$ cat src/hw/rtl/sms_pkg.sv
// ----------------------------------------------------------------------------
// sms_pkg
// Shared types and constants for the spiral matrix scan core: configuration
// register indexes, item operation codes, field widths and the shape bundle.
// ----------------------------------------------------------------------------
package sms_pkg;

    // Configuration register file
    localparam int CFG_W       = 5;
    localparam int CFG_IDX_W   = 1;
    localparam logic [CFG_IDX_W-1:0] REG_ROW_COUNT = 1'b0;
    localparam logic [CFG_IDX_W-1:0] REG_COL_COUNT = 1'b1;
    localparam logic [CFG_W-1:0] ROW_COUNT_RST = 5'd1;
    localparam logic [CFG_W-1:0] COL_COUNT_RST = 5'd1;

    // Parameter defaults
    localparam int MAX_ROWS_DEF   = 16;
    localparam int MAX_COLS_DEF   = 16;
    localparam int DATA_WIDTH_DEF = 32;

    // Element counters hold up to rows * cols
    localparam int CNT_W = 2 * CFG_W;

    // Signed spiral position arithmetic (ring, cursor, bounds)
    localparam int POS_W = CFG_W + 2;

    // Output index fields
    localparam int IDX_OUT_W = 4;

    // Position search gives up after this many side steps
    localparam int NORM_STEPS = 12;
    localparam int NORM_K_W   = 4;

    // Queue between front and back
    localparam int Q_DEPTH = 2;
    localparam int Q_PTR_W = 1;
    localparam int Q_CNT_W = 2;

    // Item operations
    typedef logic [0:0] op_t;
    localparam op_t OP_LOAD = 1'b0;
    localparam op_t OP_EMIT = 1'b1;

    // Ring sides in walk order
    typedef logic [1:0] side_t;
    localparam side_t SIDE_TOP    = 2'd0;
    localparam side_t SIDE_RIGHT  = 2'd1;
    localparam side_t SIDE_BOTTOM = 2'd2;
    localparam side_t SIDE_LEFT   = 2'd3;

    // Effective matrix shape
    typedef struct packed {
        logic [CFG_W-1:0] rows;
        logic [CFG_W-1:0] cols;
        logic [CNT_W-1:0] total;
    } shape_t;

endpackage

$ cat src/hw/rtl/sms_queue.sv
// ----------------------------------------------------------------------------
// sms_queue
// Two-entry queue between front and back, so each side stalls on its own.
// ----------------------------------------------------------------------------
module sms_queue #(
    parameter int DATA_WIDTH = sms_pkg::DATA_WIDTH_DEF
) (
    input  logic                  aclk,
    input  logic                  aresetn,
    input  logic                  push,
    input  sms_pkg::op_t          push_op,
    input  logic [DATA_WIDTH-1:0] push_value,
    output logic                  full,
    input  logic                  pop,
    output logic                  pop_valid,
    output sms_pkg::op_t          pop_op,
    output logic [DATA_WIDTH-1:0] pop_value
);

    sms_pkg::op_t                  op_reg    [sms_pkg::Q_DEPTH];
    logic [DATA_WIDTH-1:0]         value_reg [sms_pkg::Q_DEPTH];
    logic [sms_pkg::Q_PTR_W-1:0]   wr_ptr_reg, wr_ptr_next;
    logic [sms_pkg::Q_PTR_W-1:0]   rd_ptr_reg, rd_ptr_next;
    logic [sms_pkg::Q_CNT_W-1:0]   count_reg,  count_next;
    logic                          do_push, do_pop;

    assign full      = (count_reg == sms_pkg::Q_CNT_W'(sms_pkg::Q_DEPTH));
    assign pop_valid = (count_reg != '0);
    assign pop_op    = op_reg[rd_ptr_reg];
    assign pop_value = value_reg[rd_ptr_reg];
    assign do_push   = push && !full;
    assign do_pop    = pop && pop_valid;

    // Advance pointers and fill level
    always_comb begin
        wr_ptr_next = do_push ? wr_ptr_reg + 1'b1 : wr_ptr_reg;
        rd_ptr_next = do_pop  ? rd_ptr_reg + 1'b1 : rd_ptr_reg;
        count_next  = count_reg;
        if (do_push && !do_pop) begin
            count_next = count_reg + 1'b1;
        end else if (!do_push && do_pop) begin
            count_next = count_reg - 1'b1;
        end
    end

    always_ff @(posedge aclk) begin
        if (!aresetn) begin
            wr_ptr_reg <= '0;
            rd_ptr_reg <= '0;
            count_reg  <= '0;
        end else begin
            wr_ptr_reg <= wr_ptr_next;
            rd_ptr_reg <= rd_ptr_next;
            count_reg  <= count_next;
        end
    end

    // Store entry payload
    always_ff @(posedge aclk) begin
        if (do_push) begin
            op_reg[wr_ptr_reg]    <= push_op;
            value_reg[wr_ptr_reg] <= push_value;
        end
    end

    // Fill level never passes the depth
    a_no_overflow: assert property (@(posedge aclk) disable iff (!aresetn)
        count_reg <= sms_pkg::Q_CNT_W'(sms_pkg::Q_DEPTH))
        else $error("queue overflow");

endmodule

$ cat config.mk
export PLATFORM = sky130hd
export DESIGN_NAME = sms_queue
export DESIGN_NICKNAME = d
export VERILOG_FILES = /design/src/hw/rtl/sms_pkg.sv /design/src/hw/rtl/sms_queue.sv
export SDC_FILE = /design/constraint.sdc
export NUM_CORES = 1
export LEC_CHECK = 0
export BUFFER_PORTS_ARGS = -buffer_cell sky130_fd_sc_hd__clkbuf_2
export CELL_PAD_IN_SITES_DETAIL_PLACEMENT = 0
export CELL_PAD_IN_SITES_GLOBAL_PLACEMENT = 2
export CORE_UTILIZATION = 35
export CTS_BUF_LIST = sky130_fd_sc_hd__clkbuf_4
export DETAILED_ROUTE_END_ITERATION = 12
export GPL_TIMING_DRIVEN = 0
export HOLD_SLACK_MARGIN = 0.05
export PLACE_DENSITY = 0.82
export SYNTH_ARGS = -nofsm -noshare
export SYNTH_HDL_FRONTEND = slang
export SYNTH_SLANG_ARGS = --single-unit
$ cat constraint.sdc
create_clock -name aclk -period 2.3 [get_ports aclk]
set_input_delay 0.23 -clock aclk [delete_from_list [all_inputs] [get_ports aclk]]
set_output_delay 0.23 -clock aclk [all_outputs]
set_load 0.01 [all_outputs]
==> metrics.txt, run 1 <==
status=finished, final reports clean; Die W=88.36 um; Clock Sink Count=71; Routed WL per cell=13.20 um; post-synthesis sequential area ratio=0.7977; Pre-antenna DRT Iters=6; synthesized area per cell=20.39 sq um; reg2reg start=count_reg[0]; min-delay src=aresetn; Synth Area in Adders=0.004794; die height=88.36 um; first-pass GRT wire length=7176 um; Post-CTS Setup Bufs=0; switching fraction of total power=0.2836; TritonCTS clock tree=done; Seq pwr share=0.490; core region area=7214 sq um; grt ovf=0; XOR/XNOR Fraction of Synth Area=0.01007; Post-Syn Nets=166; Leak=1.380 nW; final wirelength=4593 um; Peak VDD IR=0.3670 mV; Yosys Warn Count=0; TNS Setup=0 ns; mapped cell area=2610 sq um; Max Cap Viol=0; crit path max fanout=19; die area=7807 sq um; clock transition at the registers of the reported paths=0.11 ns; pin count of the biggest net entering global routing=34; routed vias=1,514; Synth cell types=21; FF-to-FF setup slack=0.36 ns; mux cell area share after synthesis=0.1424; clock power share=0.220; Compound-Gate Fraction of Synth Area=0.01246; routed vias/inst=4.351; Synth-to-Final Area Change=37.10%; CP required=2.40 ns; antenna cells=0; largest family of logic cells by synthesized area=multiplexers; ratio of cells with drive above 1 in the final layout=0.5181; worst relative slew slack=0.4034; max FFs per register=64; most frequent cells in the layout=71 x clkbuf_2, 66 x edfxtp_1, 33 x mux2_2, 33 x dlygate4sd3_1, 10 x clkbuf_4; setup violators final=0; startpoint class of the critical path=flip-flop; CTS H-tree depth=3; R2R Path End=value_reg[0][15]; Clock Tree Buf Depth=2; Fin. Hold Viols=0; Routability Congestion=0.6659; DRC=0; Critical Path AT=2.04 ns; I/O pin count=72; cell-internal power=0.002453 W; initial antenna violation count=0; type of the worst min-delay path=in -> reg; PortBufs=71; Starting DRT DRC Count=69; fin nets=282; clock root cell=clkbuf_4; worst setup margin=0.3559 ns; vias in the first global route=1,576; Skew-Pair Late Insertion Delay=0.40 ns; Setup Skew=0.006578 ns; pre-CTS setup slack=0.3262 ns; cts hold-fix bufs=33; Sw Pwr=0.0009712 W; Mapped Cells=128; DP Wirelength=2831 um; commonest non-fill, non-tap cell in the layout=clkbuf_2; Worst Hold Depth=2; # rows=31; share of total power in combinational logic=0.290; cell count after placement=299; FF+latch count, synth=71; Final period util=0.8453; Simple-Gate Fraction of Synth Area=0.02205; final core utilization=0.4960; R2R cell count=4; Tmin final=1.944 ns; Crit Path Class=reg -> reg; RSZ-0062 raised after global routing=no; cts bufs inserted=9; critical path endpoint category=flip-flop; Pwr Density=956.9 nW/um^2; achievable frequency=514.4 MHz; Starting Density=0.3618; post-route insts no fill=348; Hold EP=wr_ptr_reg; overall routing resource usage=0.1301; Least-Margin Pin Slew=0.8921 ns; post-route ant nets=0; Final Slew Violations=0; cts repair resizes=0
[power by group through the flow]
stage	sequential [W]	clock [W]	combinational (W)
final	0.00168	0.000753	0.000994
after global routing	0.00170	0.000829	0.00109
after CTS	0.00168	0.000788	0.00101
after detailed placement	0.00171	0	0.000960
after global placement	0.00171	0	0.000939
after floorplan	0.00170	0	0.000615
[per-layer routing]
metal  up-vias  track usage  routed length (um)
li1        731            -                   -
met1       730       0.1412                1923
met2        45       0.2245                2356
met3         8      0.03078                 226
met4         0      0.09091                  86
met5         -            0                   0
[layout make-up]
cell class,instances,area [sq um]
fillers,633,3636
repair buffers,105,700.7
clock buffers,10,75.07
well taps,99,123.9
flip-flops and latches,71,2082
multi-input cells,51,508.0
inverters,2,7.507
clock inverters,6,61.31
plain buffers,4,20.02
[how the worst max path moves through the flow]
stage               cells after the start    startpoint  slack [ns]          endpoint
floorplan                               3  count_reg[0]        0.46         op_reg[0]
global placement                        3  count_reg[0]       -0.08   value_reg[0][2]
detailed placement                      4  count_reg[0]        0.33   value_reg[0][4]
CTS                                     4  count_reg[0]        0.30   value_reg[0][3]
global route                            4  count_reg[0]        0.21  value_reg[0][15]
finish                                  4  count_reg[0]        0.36  value_reg[0][15]
[cell families after synthesis]
logic type | after synthesis
DFF | 71
AOI/OAI and AO/OA | 5
adders and majority gates | 1
xor gates and xnor gates | 3
muxes | 33
and+or+nand+nor | 9
buffers and inverters | 6
[cell usage after synthesis]
cell / number / share of area
xor2_1: 1 / 0.0034
o21a_1: 1 / 0.0029
xnor2_1: 2 / 0.0067
ha_1: 1 / 0.0048
a21boi_0: 1 / 0.0029
a21boi_1: 1 / 0.0029
edfxtp_1: 66 / 0.76
inv_2: 1 / 0.0014
nor2_1: 1 / 0.0014
nor3_2: 1 / 0.0038
o21ai_0: 1 / 0.0019
mux2_2: 33 / 0.14
or3_1: 1 / 0.0024
or2_2: 1 / 0.0024
and3_1: 1 / 0.0024
dfxtp_1: 5 / 0.038
nand2b_1: 1 / 0.0024
o21ai_1: 1 / 0.0019
and2_1: 3 / 0.0072
inv_1: 1 / 0.0014
buf_2: 4 / 0.0077
[through the flow]
stage | total power, W | area, sq um | hold slack, ns
2_1_floorplan | 0.002311 | 2616 | 0.3289
3_3_place_gp | 0.002646 | 3095 | 0.4198
3_5_place_dp | 0.002670 | 3112 | 0.4228
4_1_cts | 0.003479 | 3578 | 0.05938
5_1_grt | 0.003618 | 3578 | 0.06785
6_report | 0.003424 | 3578 | 0.08828
[critical path, cell delays in order (launching register included)]
cell and delay [ns]:
dfxtp_1 0.43, nand2b_1 0.18, inv_2 0.07, nor3_4 0.68, buf_8 0.28
No activity file was read; power rests on OpenSTA's default activity.
==> run 2, diff against run 1 <==
clock period = 1.58 ns   (was 2.3 ns; I/O delays follow)
==> metrics.txt, run 2 (same netlist as run 1, synthesis figures left out) <==
status=complete, but fails checks; violated checks=setup timing; Routability Congestion=0.6280 (-5.7%); placed cell area=3138 sq um (+0.84%); critical path endpoint category=output port; switching fraction of total power=0.2731 (-0.01055); routed vias/inst=4.342 (-0.20%); grt ovf=0 (unchanged); most frequent cells in the layout=66 x edfxtp_1, 62 x clkbuf_2, 34 x dlygate4sd3_1; DRC=0 (unchanged); reg2reg start=count_reg[1]; fin nets=286 (+1.4%); Pre-antenna DRT Iters=4 (-2); Fill cells=647 (+2.2%); die height=88.36 um (unchanged); Critical Path AT=1.44 ns (-0.60 ns); Tmin final=1.593 ns; Seq pwr share=0.468 (-0.022); core region area=7214 sq um (unchanged); Starting DRT DRC Count=46 (-33%); pin count of the biggest net entering global routing=34 (unchanged); register area=2087 sq um (+0.24%); R2R cell count=6 (+2); DP Wirelength=2885 um (+1.9%); cts bufs inserted=9 (unchanged); Die W=88.36 um (unchanged); crit path max fanout=10 (-9); clock root cell=clkbuf_4; cell-internal power=0.003867 W (+58%); Hold EP=wr_ptr_reg; Synth-to-Final Area Change=44.58%; Pwr Density=1410 nW/um^2 (+47%); PortBufs=71 (unchanged); setup violators final=20 (+20); Peak VDD IR=0.4750 mV (+29%); Fin. Hold Viols=0 (unchanged); type of the worst min-delay path=in -> reg; Setup Skew=0.005919 ns (-0.0006581 ns); share of total power in combinational logic=0.331 (+0.041); overall power=0.005320 W (+55%); min-delay src=push; Crit Path Class=reg -> out; CTS H-tree depth=3 (unchanged); Clock Sink Count=71 (unchanged); post-route ant nets=0 (unchanged); achievable frequency=627.6 MHz; overall routing resource usage=0.1271 (-0.002964); Final period util=1.008; clock transition at the registers of the reported paths=0.10 ns (about the same); initial antenna violation count=0 (unchanged); # rows=31 (unchanged); Worst Hold Depth=3 (+1); commonest non-fill, non-tap cell in the layout=edfxtp_1; R2R Path End=count_reg[1]; Leak=1.464 nW (+6.1%); first-pass GRT wire length=6975 um (-2.8%); routed vias=1,524 (+0.66%); TritonCTS clock tree=done; worst relative slew slack=0.6825 (+0.2792); I/O pin count=72 (unchanged); CP required=1.42 ns (-0.98 ns); multi-input logic area=556.8 sq um (+9.6%); Worst Hold Margin=0.1386 ns (+0.05029 ns); worst setup margin=-0.01339 ns (-0.3693 ns); Starting Density=0.3618 (unchanged); final instance area=3774 sq um (+5.5%); Max Cap Viol=0 (unchanged); Clock Tree Buf Depth=2 (unchanged); startpoint class of the critical path=flip-flop; vias in the first global route=1,497 (-5.0%); max FFs per register=64 (unchanged); TNS Setup=-0.1179 ns (-0.1179 ns); Sw Pwr=0.001453 W (+50%); Final Slew Violations=0 (unchanged); Routed WL per cell=13.38 um (+1.3%); ratio of cells with drive above 1 in the final layout=0.5317 (+0.01367); RSZ-0062 raised after global routing=yes; die area=7807 sq um (unchanged); final wirelength=4695 um (+2.2%); Skew-Pair Late Insertion Delay=0.39 ns (about the same); antenna cells=0 (unchanged); clock power share=0.201 (-0.019); FF-to-FF setup slack=0.06 ns (-0.30 ns); Least-Margin Pin Slew=0.4762 ns (-0.4158 ns)
## run 2: changes by cell type in the layout (fill, tap and decap cells not counted), moves of 2 or more
| cell | delta |
|---|---|
| mux2_2 | -10 |
| buf_2 | -4 |
| mux2_4 | +10 |
| buf_6 | +8 |
| buf_4 | +2 |
| dfxtp_1 | -2 |
| buf_8 | +5 |
| clkbuf_2 | -9 |
## run 2: critical path, cell delays in order, from the launching register on
cell      delay [ns]
dfxtp_4         0.43
buf_8           0.16
mux2_2          0.34
clkbuf_2        0.13
## run 2: worst max path at each step
stage,start,endpoint,cells past startpoint
detailed placement,count_reg[0],value_reg[0][22],5
global placement,count_reg[0],value_reg[0][22],3
finish,flip-flop,pop_value[29],3
CTS,flip-flop,pop_value[2],5
global route,flip-flop,pop_op,3
floorplan,count_reg[0],op_reg[0],3
## run 2: per-stage QoR
| stage | setup WS [ns] | util | cells |
|---|---|---|---|
| after CTS | -0.1263 | 0.5199 | 353 |
| after floorplan | -0.2303 | - | 128 |
| final | -0.01339 | 0.5231 | 351 |
| after global placement | -0.7481 | 0.4308 | 298 |
| after detailed placement | -0.2790 | 0.4350 | 300 |
| after global routing | -0.1099 | 0.5231 | 351 |
## run 2: power groups by stage
stage	clock, W	sequential (W)	combinational, W
after floorplan	0	0.00248	0.000916
after global placement	0	0.00249	0.00139
after detailed placement	0	0.00250	0.00144
after CTS	0.00111	0.00246	0.00179
after global routing	0.00119	0.00252	0.00189
final	0.00107	0.00249	0.00176
## run 2: cell type report
type | count | share of cell area
clock inverter | 4 | 0.01260
sequential | 71 | 0.5530
clock buffer | 11 | 0.02188
timing repair buffer | 110 | 0.2175
buffer | 3 | 0.01194
tap | 99 | 0.03282
inverter | 2 | 0.002653
multi-input combinational | 51 | 0.1475
## run 2: layer usage
metal	vias to the layer above	wire, um	global-route usage	part of all wire
met4	0	98	0.08358	0.021
met5	-	0	0	0
met3	9	196	0.03078	0.042
li1	738	-	-	-
met1	735	2005	0.1401	0.43
met2	42	2395	0.2189	0.51
## run 2: what timing repair did
action                     4_1_cts  5_1_grt
hold buffers                    34        0
hold endpoints to repair        71        0
setup buffers                    3        0
gates cloned                     1        0
setup endpoints to repair       86       33
resized for setup               23       22
pin swaps                        1        0
